## src/design/smd_pkg.sv

```systemverilog
// Shared types and constants for the scope min/max decimator.
// No dependencies; used by the channel interfaces and the top level.
package smd_pkg;

   localparam int SAMPLE_W = 16;
   localparam int SCALED_W = 18;
   localparam int SLOT_W   = 9;
   localparam int GAIN_W   = 16;
   localparam int SHIFT_W  = 16;
   localparam int TSCALE_W = 6;
   localparam int SPAN_W   = 10;
   localparam int CSR_W    = 16;
   localparam int CSR_IDX_W = 2;
   localparam int PROD_W   = 32;
   localparam int FRAC_W   = 14;

   typedef logic signed [SAMPLE_W-1:0] sample_type;
   typedef logic signed [SCALED_W-1:0] scaled_type;
   typedef logic [SLOT_W-1:0]          slot_type;
   typedef logic [CSR_IDX_W-1:0]       csr_idx_type;

   localparam csr_idx_type CSR_GAIN        = 2'd0;
   localparam csr_idx_type CSR_LEVEL_SHIFT = 2'd1;
   localparam csr_idx_type CSR_TIME_SCALE  = 2'd2;

   localparam logic [GAIN_W-1:0]   GAIN_MAX     = 16'd32768;
   localparam logic [GAIN_W-1:0]   GAIN_RESET   = 16'd16384;
   localparam logic [SHIFT_W-1:0]  SHIFT_RESET  = 16'd0;
   localparam logic [TSCALE_W-1:0] TSCALE_RESET = 6'd32;

   localparam scaled_type SCALED_MAX = 18'sh1FFFF;
   localparam scaled_type SCALED_MIN = 18'sh20000;

endpackage

```

## src/design/smd_ifs.sv

```systemverilog
// Valid/ready channel interfaces for the scope min/max decimator.
// Depends on smd_pkg for the payload types.
interface smd_req_if;
   logic               valid;
   logic               ready;
   smd_pkg::sample_type sample;

   modport source (output valid, output sample, input ready);
   modport sink   (input valid, input sample, output ready);
endinterface

interface smd_rsp_if;
   logic                valid;
   logic                ready;
   smd_pkg::scaled_type scaled_sample;
   logic                capture_valid;
   smd_pkg::scaled_type capture_min;
   smd_pkg::scaled_type capture_max;
   smd_pkg::slot_type   capture_slot;

   modport source (output valid, output scaled_sample, output capture_valid,
                   output capture_min, output capture_max, output capture_slot,
                   input ready);
   modport sink   (input valid, input scaled_sample, input capture_valid,
                   input capture_min, input capture_max, input capture_slot,
                   output ready);
endinterface

```

## src/design/scope_minmax_decimator.sv

```systemverilog
// Scope min/max decimator: scales each sample by gain and offset, tracks the
// span minimum and maximum and emits a pair with its ring slot per span.
// Depends on smd_pkg and the channel interfaces in smd_ifs.sv.
//
// Usage:
//   req_chan carries one signed Q15 sample per request; rsp_chan returns one
//   result per request: the scaled sample and, when a span closes on that
//   sample, the min/max pair with its ring slot (all capture fields zero
//   otherwise). csr_* writes gain, level shift and time scale; write them
//   only while no request is in flight.
//   The multiply is registered at accept; the offset add, min/max compare
//   and span counter settle in the second stage into the result register.
//   Throughput is one request per cycle while rsp_chan does not stall, set
//   by the single multiplier stage and the tracker update.
//   When rsp_chan stalls, the two stages fill and req_chan.ready drops;
//   nothing is lost or repeated.
//   Reset (synchronous) empties the pipeline, restores the register
//   defaults (unity gain, zero shift, time scale 32) and restarts the span
//   tracker at slot zero.
module scope_minmax_decimator #(
   parameter int FRAME_SIZE      = 32,
   parameter int RING_DEPTH      = 512,
   parameter int SLOW_RING_DEPTH = 128
) (
   input  logic                         clock,
   input  logic                         reset,
   smd_req_if.sink                      req_chan,
   smd_rsp_if.source                    rsp_chan,
   input  logic                         csr_write,
   input  smd_pkg::csr_idx_type         csr_index,
   input  logic [smd_pkg::CSR_W-1:0]    csr_data
);

   localparam int DEPTH_MAX = (RING_DEPTH > SLOW_RING_DEPTH) ? RING_DEPTH : SLOW_RING_DEPTH;
   localparam int WP_W      = $clog2(DEPTH_MAX);
   localparam int RSLOT_W   = $clog2(RING_DEPTH);

   logic [smd_pkg::GAIN_W-1:0]   gain_ff;
   logic signed [smd_pkg::SHIFT_W-1:0] shift_ff;
   logic [smd_pkg::TSCALE_W-1:0] tscale_ff;

   logic                         s1_valid_ff;
   logic signed [smd_pkg::PROD_W-1:0] prod_ff;
   logic signed [smd_pkg::PROD_W-1:0] prod_in;

   logic                         rsp_valid_ff;
   smd_pkg::scaled_type          scaled_ff, scaled_in;
   logic                         cap_valid_ff, cap_valid_in;
   smd_pkg::scaled_type          cap_min_ff, cap_min_in;
   smd_pkg::scaled_type          cap_max_ff, cap_max_in;
   logic [RSLOT_W-1:0]           cap_slot_ff, cap_slot_in;

   smd_pkg::scaled_type          span_min_ff, span_min_in;
   smd_pkg::scaled_type          span_max_ff, span_max_in;
   logic [smd_pkg::SPAN_W-1:0]   span_count_ff, span_count_in;
   logic [WP_W-1:0]              wpos_ff, wpos_in;
   logic [RSLOT_W-1:0]           rslot_ff, rslot_in;

   logic                         advance;
   logic                         slow;
   logic [smd_pkg::SPAN_W-1:0]   span;
   logic [smd_pkg::SPAN_W-1:0]   tscale_ext;
   logic [smd_pkg::SPAN_W:0]     count_inc;
   logic                         capture;
   smd_pkg::scaled_type          y;
   smd_pkg::scaled_type          new_min, new_max;
   logic [WP_W:0]                wpos_inc;
   logic [WP_W:0]                wrap_limit;
   logic [RSLOT_W:0]             rslot_inc;

   // configuration registers
   always_ff @(posedge clock) begin
      if (reset) begin
         gain_ff   <= smd_pkg::GAIN_RESET;
         shift_ff  <= smd_pkg::SHIFT_RESET;
         tscale_ff <= smd_pkg::TSCALE_RESET;
      end else if (csr_write) begin
         unique case (csr_index)
            smd_pkg::CSR_GAIN: begin
               gain_ff <= (csr_data > smd_pkg::GAIN_MAX) ? smd_pkg::GAIN_MAX : csr_data;
            end
            smd_pkg::CSR_LEVEL_SHIFT: begin
               shift_ff <= csr_data;
            end
            smd_pkg::CSR_TIME_SCALE: begin
               tscale_ff <= csr_data[smd_pkg::TSCALE_W-1:0];
            end
            default: begin
            end
         endcase
      end
   end

   assign advance        = !rsp_valid_ff || rsp_chan.ready;
   assign req_chan.ready = !s1_valid_ff || advance;

   // stage 1: multiply at accept
   assign prod_in = smd_pkg::PROD_W'(req_chan.sample)
                    * smd_pkg::PROD_W'($signed({1'b0, gain_ff}));

   always_ff @(posedge clock) begin
      if (reset) begin
         s1_valid_ff <= 1'b0;
      end else if (req_chan.ready) begin
         s1_valid_ff <= req_chan.valid;
      end
   end

   always_ff @(posedge clock) begin
      if (req_chan.ready && req_chan.valid) begin
         prod_ff <= prod_in;
      end
   end

   // stage 2: offset, min/max track, span counter, ring slot
   always_comb begin
      y = prod_ff[smd_pkg::FRAC_W+smd_pkg::SCALED_W-1:smd_pkg::FRAC_W]
          + smd_pkg::scaled_type'(shift_ff);

      tscale_ext = smd_pkg::SPAN_W'(tscale_ff);
      slow       = tscale_ext > smd_pkg::SPAN_W'(FRAME_SIZE);
      span       = slow ? smd_pkg::SPAN_W'((tscale_ext - smd_pkg::SPAN_W'(FRAME_SIZE))
                                           * smd_pkg::SPAN_W'(FRAME_SIZE))
                        : tscale_ext;

      new_min = (y < span_min_ff) ? y : span_min_ff;
      new_max = (y > span_max_ff) ? y : span_max_ff;

      count_inc = {1'b0, span_count_ff} + 1'b1;
      capture   = count_inc > {1'b0, span};

      wrap_limit = slow ? (WP_W+1)'(SLOW_RING_DEPTH) : (WP_W+1)'(RING_DEPTH);
      wpos_inc   = {1'b0, wpos_ff} + 1'b1;
      rslot_inc  = {1'b0, rslot_ff} + 1'b1;

      scaled_in    = y;
      cap_valid_in = capture;
      cap_min_in   = capture ? new_min : '0;
      cap_max_in   = capture ? new_max : '0;
      cap_slot_in  = capture ? rslot_ff : '0;

      span_min_in   = new_min;
      span_max_in   = new_max;
      span_count_in = count_inc[smd_pkg::SPAN_W-1:0];
      wpos_in       = wpos_ff;
      rslot_in      = rslot_ff;
      if (capture) begin
         span_min_in   = smd_pkg::SCALED_MAX;
         span_max_in   = smd_pkg::SCALED_MIN;
         span_count_in = '0;
         if (wpos_inc >= wrap_limit) begin
            wpos_in  = '0;
            rslot_in = '0;
         end else begin
            wpos_in  = wpos_inc[WP_W-1:0];
            rslot_in = (rslot_inc == (RSLOT_W+1)'(RING_DEPTH)) ? '0 : rslot_inc[RSLOT_W-1:0];
         end
      end
   end

   always_ff @(posedge clock) begin
      if (reset) begin
         rsp_valid_ff  <= 1'b0;
         span_min_ff   <= smd_pkg::SCALED_MAX;
         span_max_ff   <= smd_pkg::SCALED_MIN;
         span_count_ff <= '0;
         wpos_ff       <= '0;
         rslot_ff      <= '0;
      end else if (advance) begin
         rsp_valid_ff <= s1_valid_ff;
         if (s1_valid_ff) begin
            span_min_ff   <= span_min_in;
            span_max_ff   <= span_max_in;
            span_count_ff <= span_count_in;
            wpos_ff       <= wpos_in;
            rslot_ff      <= rslot_in;
         end
      end
   end

   always_ff @(posedge clock) begin
      if (advance && s1_valid_ff) begin
         scaled_ff    <= scaled_in;
         cap_valid_ff <= cap_valid_in;
         cap_min_ff   <= cap_min_in;
         cap_max_ff   <= cap_max_in;
         cap_slot_ff  <= cap_slot_in;
      end
   end

   assign rsp_chan.valid         = rsp_valid_ff;
   assign rsp_chan.scaled_sample = scaled_ff;
   assign rsp_chan.capture_valid = cap_valid_ff;
   assign rsp_chan.capture_min   = cap_min_ff;
   assign rsp_chan.capture_max   = cap_max_ff;
   assign rsp_chan.capture_slot  = smd_pkg::SLOT_W'(cap_slot_ff);

`ifndef NO_ASSERTIONS
   a_pair_ordered: assert property (@(posedge clock) disable iff (reset)
      rsp_valid_ff && cap_valid_ff |-> cap_min_ff <= cap_max_ff)
      else $error("captured minimum above captured maximum");

   a_no_capture_zero: assert property (@(posedge clock) disable iff (reset)
      rsp_valid_ff && !cap_valid_ff |-> cap_min_ff == '0 && cap_max_ff == '0
                                        && cap_slot_ff == '0)
      else $error("capture fields not cleared without a capture");

   a_slot_range: assert property (@(posedge clock) disable iff (reset)
      rslot_ff < (RSLOT_W+1)'(RING_DEPTH))
      else $error("ring slot out of range");

   a_ready_only_when_full: assert property (@(posedge clock) disable iff (reset)
      !req_chan.ready |-> s1_valid_ff && rsp_valid_ff && !rsp_chan.ready)
      else $error("request stalled while pipeline has room");

   a_tracker_restart: assert property (@(posedge clock) disable iff (reset)
      advance && s1_valid_ff && capture |=> span_count_ff == '0
                                            && span_min_ff == smd_pkg::SCALED_MAX)
      else $error("span tracker not restarted after capture");
`endif

endmodule

```

## src/flat_wrapper.sv

```systemverilog
// flat-port wrapper written by rule: the top's interface ports become plain ports
module scope_minmax_decimator_flat 
#(
   parameter int FRAME_SIZE      = 32,
   parameter int RING_DEPTH      = 512,
   parameter int SLOW_RING_DEPTH = 128
)
  (clock, reset, csr_write, csr_index, csr_data, req_chan_valid, req_chan_sample, req_chan_ready, rsp_chan_valid, rsp_chan_scaled_sample, rsp_chan_capture_valid, rsp_chan_capture_min, rsp_chan_capture_max, rsp_chan_capture_slot, rsp_chan_ready);
  smd_req_if req_chan_i ();
  smd_rsp_if rsp_chan_i ();
  input  logic clock;
  input  logic reset;
  input  logic csr_write;
  input  smd_pkg::csr_idx_type csr_index;
  input  logic [smd_pkg::CSR_W-1:0] csr_data;
  input wire logic [$bits(req_chan_i.valid)-1:0] req_chan_valid;
  input wire logic [$bits(req_chan_i.sample)-1:0] req_chan_sample;
  output wire logic [$bits(req_chan_i.ready)-1:0] req_chan_ready;
  output wire logic [$bits(rsp_chan_i.valid)-1:0] rsp_chan_valid;
  output wire logic [$bits(rsp_chan_i.scaled_sample)-1:0] rsp_chan_scaled_sample;
  output wire logic [$bits(rsp_chan_i.capture_valid)-1:0] rsp_chan_capture_valid;
  output wire logic [$bits(rsp_chan_i.capture_min)-1:0] rsp_chan_capture_min;
  output wire logic [$bits(rsp_chan_i.capture_max)-1:0] rsp_chan_capture_max;
  output wire logic [$bits(rsp_chan_i.capture_slot)-1:0] rsp_chan_capture_slot;
  input wire logic [$bits(rsp_chan_i.ready)-1:0] rsp_chan_ready;
  assign req_chan_i.valid = req_chan_valid;
  assign req_chan_i.sample = req_chan_sample;
  assign req_chan_ready = req_chan_i.ready;
  assign rsp_chan_valid = rsp_chan_i.valid;
  assign rsp_chan_scaled_sample = rsp_chan_i.scaled_sample;
  assign rsp_chan_capture_valid = rsp_chan_i.capture_valid;
  assign rsp_chan_capture_min = rsp_chan_i.capture_min;
  assign rsp_chan_capture_max = rsp_chan_i.capture_max;
  assign rsp_chan_capture_slot = rsp_chan_i.capture_slot;
  assign rsp_chan_i.ready = rsp_chan_ready;
  scope_minmax_decimator #(.FRAME_SIZE(FRAME_SIZE), .RING_DEPTH(RING_DEPTH), .SLOW_RING_DEPTH(SLOW_RING_DEPTH)) u_core (.clock(clock), .reset(reset), .req_chan(req_chan_i), .rsp_chan(rsp_chan_i), .csr_write(csr_write), .csr_index(csr_index), .csr_data(csr_data));
endmodule
```

## config.mk

```make
export PLATFORM = sky130hd
export DESIGN_NAME = scope_minmax_decimator_flat
export DESIGN_NICKNAME = d
export VERILOG_FILES = /design/src/design/smd_pkg.sv /design/src/design/smd_ifs.sv /design/src/design/scope_minmax_decimator.sv /design/src/flat_wrapper.sv
export SDC_FILE = /design/constraint.sdc
export NUM_CORES = 1
export LEC_CHECK = 0
export BUFFER_PORTS_ARGS = -buffer_cell sky130_fd_sc_hd__buf_4
export CAP_MARGIN = 20
export CORE_UTILIZATION = 55
export DETAILED_ROUTE_END_ITERATION = 6
export PLACE_DENSITY = 0.73
export SLEW_MARGIN = 40
export SYNTH_ARGS = -nofsm -noshare
export SYNTH_HDL_FRONTEND = slang
export SYNTH_SLANG_ARGS = --single-unit
export TNS_END_PERCENT = 100
```

## constraint.sdc

```tcl
create_clock -name clock -period 8.23 [get_ports clock]
set_input_delay 0.823 -clock clock [delete_from_list [all_inputs] [get_ports clock]]
set_output_delay 0.823 -clock clock [all_outputs]
set_load 0.02 [all_outputs]
```

==> results list, run 1 <==
- 0 antenna diodes ended up in the layout.
* Most used standard cell by instance count after synthesis: inv_1
- Clock-pin slew on the worst setup and hold paths: 0.08 ns
- Total length of routed wires: 39140 µm
- The routed layout has 13042 vias.
- DR DRC count: 0
- R2R Path Start: u_core.gain_ff[14]
- The worst register-to-register path has a depth of 19.
* First-pass GRT wire length: 66110 µm
* Number of nets produced by synthesis: 2299
- Gates resized during post-CTS repair numbered 0.
* Avg Vias per Cell: 5.562
- The average instance in the mapped netlist occupies 9.296 µm².
* Synthesized cell area: 0.01751 mm²
- Syn Inst Count: 1884
* Antenna violations before repair: 0
* Hold path startpoint: u_core.shift_ff[4]
- Yosys printed 0 warnings.
- Fraction of registers with async set or reset after synthesis: 0%
- Max FO, Critical Path: 17
- Achievable frequency: 151.4 MHz
- Number of unique standard cell types used by synthesis: 68
- Remaining antenna violation count after routing: 0
* Overall global routing resource usage: 25.22%
- 105 I/O pins were placed.
- Least setup slack across all paths after layout: 1.626 ns
- Of the available clock period, the critical path in the final layout requires 80.25%.
- Gate family responsible for the most delay along the worst path: adder cells
- The pre-antenna-repair detailed-routing pass consisted of 5 iterations.
- In this run, the number of DRC markers left after iteration 0 of detailed routing was 900.
- CTS buffer count: 17
* Global route overflow: 0
- Pwr dens: 172.5 mW/mm²
- The path with the worst hold slack has its endpoint at u_core.shift_ff[4].
- CP most frequent cell: fa_1
- Setup violations remaining at the end of the flow were counted as 0.
- On the worst path, the slowest cell contributes a delay of 0.88 ns.
- Data on the critical path arrives at its endpoint at 6.78 ns.
- Setup clock skew after layout: 0.01979 ns
- Horiz. Die Dim: 180.5 µm
- HPWL reported at the end of detailed placement: 30400 µm
- Die Y-Extent: 180.5 µm
- Entering global routing, the biggest net connects 74 pins.
- Share of the core filled with cells: 61.81%
- The clock drives 186 sinks.
* Average detailed-routed wire length per instance: 16.69 µm
- Port buffering added 104 buffers.
- DIE AREA: 0.03256 mm²
- The root buffer cell chosen for the clock tree is clkbuf_16.
* Design Power: 0.003305 W
- By count the netlist is led by inv_1 (284), nand2_1 (228), fa_1 (194).
- In the synthesized netlist the dominant register cell turns out to be dfxtp_1.
- Outcome: completed
- Kind of path behind the tightest hold check: reg2reg
- Critical path buffer and inverter count: 3
- After synthesis, the cell types taking the most area are fa_1 (22%), edfxtp_1 (14%), ha_1 (13%).
* Setup repair after global routing missed its margin: false
- In this run, synthesis inferred 82 flip-flops with an integrated enable.
* Initial Util: 56.52%
- TritonCTS built the clock tree.
- In this run the standard cell core region covers 0.03099 mm².
- For the worst setup path, the data required time is 8.41 ns.
* Worst-path cell with the longest stage delay: dfxtp_1
- Worst setup slack before clock tree synthesis: 1.374 ns
- Fin crit period: 6.604 ns
- The count of pins over their slew limit was 0.
- CTS Buffer Depth: 2
- Maximum VDD drop: 0.1628 mV
* Number of storage elements in the synthesis netlist: 186
- The analysis attributes to cell leakage a power of 9.060 nW.
- The endpoint identified for the worst register-to-register timing path is u_core.prod_ff[31].
- Post-layout nets: 2351
- Layout area overhead: 9.373%
* Htree depth: 4
- In this run the tightest slew margin relative to its limit is 42.56%.
- Proportion of synthesized chip area in sequential cells: 25.95%
* Setup slack on the worst flop-to-flop path: 1.63 ns
* Number of maximum-capacitance violations: 0
- The count of endpoints failing hold in the final timing report came to 0.
* Kind of critical path: reg2reg
- The number of hold buffers added after CTS was 0.
- The clock reaches the later pin of the worst-skew pair after 0.44 ns.
- Hold Crit Depth: 2
- The congestion estimate from routability-driven global placement came to 0.9250.
- Postcts setup bufs: 0
- Final TNS setup: 0 ns
- Number of placement rows: 64
- The number of global-route vias before repair was 13251.
* Cell chain of the critical path: nand2_1 -> fa_1 -> fa_1 -> inv_1 -> fa_1 -> fa_1 -> fa_1 -> inv_1 -> fa_1 -> inv_1 -> ha_1 -> nand2_1 -> o21ai_0 -> o21ai_0 -> a21oi_1 -> o211ai_1 -> o21ai_0 -> a21oi_1 -> xnor2_1
- Worst Setup Start Kind: flop
- Area share of the largest cell type after synthesis: 22.17%
- The post-route netlist has 8.774% of its cells at a drive strength greater than 1.
* Slew @ Worst Pin: 0.8604 ns
- Critical Path Sink Type: flop
- Summed over all instances, the cell type with the most area after synthesis is fa_1.
[area by class of cell]
cell class | instances | area, µm²
well taps | 396 | 495.5
repair buffers | 111 | 834.6
fillers | 2573 | 11830
multi-input cells | 1334 | 11640
flip-flops and latches | 186 | 4546
inverters | 286 | 1074
clock inverters | 13 | 123.9
clock buffers | 19 | 444.2
[cells in the final DEF, fill, tap and decap left out, types with 6 or more instances in the layout]
master,n
ha_1,182
fa_1,194
xor2_1,19
o211ai_1,6
clkbuf_16,17
a21oi_1,85
xnor2_1,29
nand3b_1,8
inv_1,283
and2_1,117
nor3b_1,8
mux2i_1,38
o31ai_1,10
a22oi_1,13
a32oi_1,18
nand2_1,227
nor4_1,8
a21o_1,19
o21ai_0,41
nor2_1,128
dfxtp_1,103
nand2b_1,18
buf_4,109
nand3_1,27
nor3_1,23
a211oi_1,7
and3_1,15
nand4_1,18
edfxtp_1,82
[power breakdown]
group	internal [W]	switching (W)
clock network	0.000410	0.000376
registers	0.00110	0.0000498
logic	0.000538	0.000830
total	0.00205	0.00126
[state kept, by name, indices dropped and copies added (netlist names), 6 cells and up]
name                           flops
u_core.prod_ff                    18
u_core.rsp_chan.capture_max       18
u_core.rsp_chan.capture_min       18
u_core.rsp_chan.scaled_sample     18
u_core.span_max_ff                18
u_core.span_min_ff                18
u_core.gain_ff                    16
u_core.shift_ff                   16
u_core.span_count_ff              10
u_core.rslot_ff                    9
u_core.rsp_chan.capture_slot       9
u_core.wpos_ff                     9
u_core.tscale_ff                   6
[worst max-delay path by stage]
stage	from	end	slack, ns	cells past startpoint
global route	u_core.gain_ff[6]	u_core.prod_ff[31]	1.25	21
finish	u_core.gain_ff[14]	u_core.prod_ff[31]	1.63	19
CTS	u_core.gain_ff[14]	u_core.prod_ff[31]	1.66	19
floorplan	req_chan_sample[15]	u_core.prod_ff[31]	1.71	20
detailed placement	req_chan_sample[15]	u_core.prod_ff[31]	1.37	20
global placement	req_chan_sample[15]	u_core.prod_ff[31]	1.63	20
[routing by layer]
| layer | vias up | share of wire (%) | global-route usage, % |
|---|---|---|---|
| met5 | - | 0 | 0 |
| met4 | 0 | 2.2 | 8.034 |
| met3 | 60 | 4.7 | 2.850 |
| met2 | 385 | 48 | 43.32 |
| met1 | 6315 | 45 | 33.35 |
| li1 | 6282 | - | - |
[tightest hold or removal path, stage by stage (launching register included)]
cell     delay, ns
dfxtp_1       0.32
nand2_1       0.05
a21oi_1       0.05
[per-stage QoR]
stage | hold slack [ns] | area, µm² | instances
floorplan | 0.4400 | 17510 | 1884
global placement | 0.4496 | 18540 | 2312
detailed placement | 0.4589 | 18570 | 2312
CTS | 0.4681 | 19140 | 2344
global route | 0.4940 | 19160 | 2345
finish | 0.4675 | 19160 | 2345
[cell families after synthesis]
| family | synth area share, % |
|---|---|
| buf+inv | 7.887 |
| mux | 2.236 |
| compound gates | 9.323 |
| flops | 25.95 |
| simple gates | 17.03 |
| fa+ha+maj | 35.18 |
| xor+xnor | 2.400 |
No activity file was read; power rests on OpenSTA's default activity.
==> inputs of run 2 (changes only) <==
--- a/config.mk
+++ b/config.mk
@@ -9,7 +9,7 @@
 export CAP_MARGIN = 20
 export CORE_UTILIZATION = 55
 export DETAILED_ROUTE_END_ITERATION = 6
-export PLACE_DENSITY = 0.73
+export PLACE_DENSITY = 0.76
 export SLEW_MARGIN = 40
 export SYNTH_ARGS = -nofsm -noshare
 export SYNTH_HDL_FRONTEND = slang
==> constraint.sdc (replaced) <==
create_clock -name clock -period 5.85 [get_ports clock]
set_input_delay 0.585 -clock clock [delete_from_list [all_inputs] [get_ports clock]]
set_output_delay 0.585 -clock clock [all_outputs]
set_load 0.02 [all_outputs]
==> run 2 against run 1 <==
Setup slack worse by 1.5 ns. Global-route usage up 1.2 points. Combinational power up 58%. Cell count up 4.8%. Highest routed layer unchanged.
==> results list, run 2 (synthesis gave the netlist of run 1 again) <==
- After clock tree synthesis, the clock-pin slew on the worst setup and hold paths is 0.08 ns.
- Final TNS setup: 0 ns
- In this run the most critical hold path is launched from req_chan_valid.
- The die is 180.5 µm wide.
* Cell chain of the critical path: buf_6 -> and2_4 -> fa_1 -> inv_1 -> fa_1 -> inv_1 -> fa_1 -> fa_1 -> fa_1 -> inv_2 -> fa_1 -> inv_2 -> ha_4 -> nand2_1 -> o21ai_2 -> a211o_1 -> nand3b_1 -> o211ai_1 -> o21ai_1 -> a21oi_1 -> xnor2_1
- Hold Crit Depth: 3
- The worst setup path is captured at a flop.
- Antenna cell count: 0
- Clock latency on the worst-skew pair: 0.44 ns
* HPWL reported at the end of detailed placement: 32650 µm
* Worst Setup Start Kind: flop
- The number of antenna violations at the first check in global routing was 0.
- The clock net in this run drives a total of 186 sinks.
* Gate family responsible for the most delay along the worst path: adder cells
- Max-cap violations in this run came to 0.
- Clock tree from TritonCTS: built
- In this run the clock root is driven by a clkbuf_16.
- Pwr dens: 242.2 mW/mm²
* Achievable frequency: 175.2 MHz
* Post-detailed-placement cell area: 0.01939 mm²
- The analysis attributes to cell leakage a power of 9.643 nW.
- Global route overflow: 0
* Critical path buffer and inverter count: 5
- In the routed design, unresolved DRC markers number 0.
- Count of endpoints failing hold in the final timing report: 0
* Kind of path behind the tightest hold check: in2reg
- CTS buffer count: 17
* Slowest stage delay, CP: 0.54 ns
- For this run, the post-layout net count is 2464.
- Routability-driven placement finished with a final weighted congestion of 0.9241.
- The count of pins over their slew limit was 0.
- Remaining max-slew budget at the tightest pin: 48.97%
- PortBufs: 104
- The first global-routing pass estimated 69660 µm of wire.
- Slew @ Worst Pin: 0.7654 ns
* Setup slack on the worst flop-to-flop path: 0.14 ns
* Remaining antenna violation count after routing: 0
- The die covers 0.03256 mm².
- Worst-path cell with the longest stage delay: fa_1
- Initial Util: 56.52%
- R2R Path Start: u_core.gain_ff[11]
- In this run the critical register-to-register path is captured at u_core.prod_ff[31].
- The number of global-route vias before repair was 13971.
- Leaving out fill and tap cells, the most frequent cell in the layout is inv_1.
- The worst-case IR drop observed on VDD is 0.2063 mV.
- At the worst endpoint, the required time is 6.04 ns.
- Least setup slack across all paths after layout: 0.1433 ns
- Outcome: completed
* Fraction of final layout cells sized beyond drive strength 1: 16.10%
- Fin crit period: 5.707 ns
- The library cells used most frequently in the layout, excluding fill and tap cells, are inv_1 (275), nand2_1 (226), buf_4 (213).
- The total area inside the core boundary comes to 0.03099 mm².
- After floorplanning, the core was divided into 64 placement rows.
- The pre-antenna-repair detailed-routing pass consisted of 5 iterations.
- The critical path in this run is classified as reg2reg.
* Average detailed-routed wire length per instance: 17.03 µm
- Final Cycle Share: 97.55%
- The H-tree was split into 4 levels.
- After routing the design area is 0.02032 mm².
* Setup clock skew after layout: 0.01460 ns
* Max FO, Critical Path: 4
* Data arrival, critical path: 5.90 ns
- Entering global routing, the biggest net connects 72 pins.
- 105 I/O pins were placed.
- End point of the most critical hold path: u_core.s1_valid_ff
* Overall via count from detail_route: 13835
- Total length of routed wires: 41870 µm
- Setup repair after global routing missed its margin: true
* Die Y-Extent: 180.5 µm
- Number of buffers added to fix hold violations after cts: 0
* Overall global routing resource usage: 26.43%
* CP most frequent cell: fa_1
* # setup viols final: 0
- No sink is reached through more buffers than the 2 on the longest clock path.
* Number of violations reported at the end of detailed-routing iteration 0: 1160
* Layout area overhead: 16.05%
- Worst setup slack before clock tree synthesis: -0.3948 ns
- Measured in cells, the most critical reg-to-reg path has a length of 21.
- Avg Vias per Cell: 5.629
run 2: layout make-up:
type	count	area [µm²]
fill	2428	10670
tap	396	495.5
clock buffer	18	429.2
multi-input combinational	1334	11800
sequential	186	4586
clock inverter	14	156.4
timing repair buffer	224	1779
inverter	286	1079
run 2: repair_timing:
action                     4_1_cts  5_1_grt
resized for setup               15       58
setup endpoints to repair       13       13
pin swaps                        1       44
buffers inserted                 0       13
run 2: worst max-delay path by stage:
| stage | start | end | slack [ns] | cells after the start |
|---|---|---|---|---|
| 6_report | u_core.gain_ff[11] | u_core.prod_ff[31] | 0.14 | 21 |
| 5_1_grt | u_core.gain_ff[11] | u_core.prod_ff[31] | -0.10 | 21 |
| 4_1_cts | u_core.gain_ff[5] | u_core.prod_ff[16] | 0.01 | 19 |
| 3_5_place_dp | req_chan_sample[4] | u_core.prod_ff[16] | -0.39 | 20 |
| 3_3_place_gp | req_chan_sample[4] | u_core.prod_ff[16] | -0.28 | 20 |
| 2_1_floorplan | req_chan_sample[10] | u_core.prod_ff[31] | 0.0006 | 20 |
run 2: report_power, final:
group,switching (W),total (W),internal (W)
clock network,0.000541,0.00115,0.000607
logic,0.00123,0.00216,0.000932
registers,0.0000649,0.00161,0.00154
run 2: tightest hold or removal path, stage by stage:
cell     delay [ns]
buf_4          0.09
a21oi_1        0.03
nor2_1         0.07
run 2: stage by stage:
step | cells | hold slack (ns) | total power, W | utilization, %
2_1_floorplan | 1884 | 0.4400 | 0.003054 | -
3_3_place_gp | 2413 | 0.4506 | 0.003639 | 62.54
3_5_place_dp | 2413 | 0.4543 | 0.003704 | 62.57
4_1_cts | 2445 | 0.3641 | 0.004863 | 64.53
5_1_grt | 2458 | 0.3860 | 0.005259 | 65.58
6_report | 2458 | 0.3667 | 0.004922 | 65.58
run 2: layer usage:
metal / GRT usage, % / routed length (µm) / up-vias
li1: - / - / 6503
met4: 8.205 / 1071 / 0
met5: 0 / 0 / -
met1: 34.65 / 17970 / 6800
met2: 45.27 / 20620 / 453
met3: 3.739 / 2214 / 79
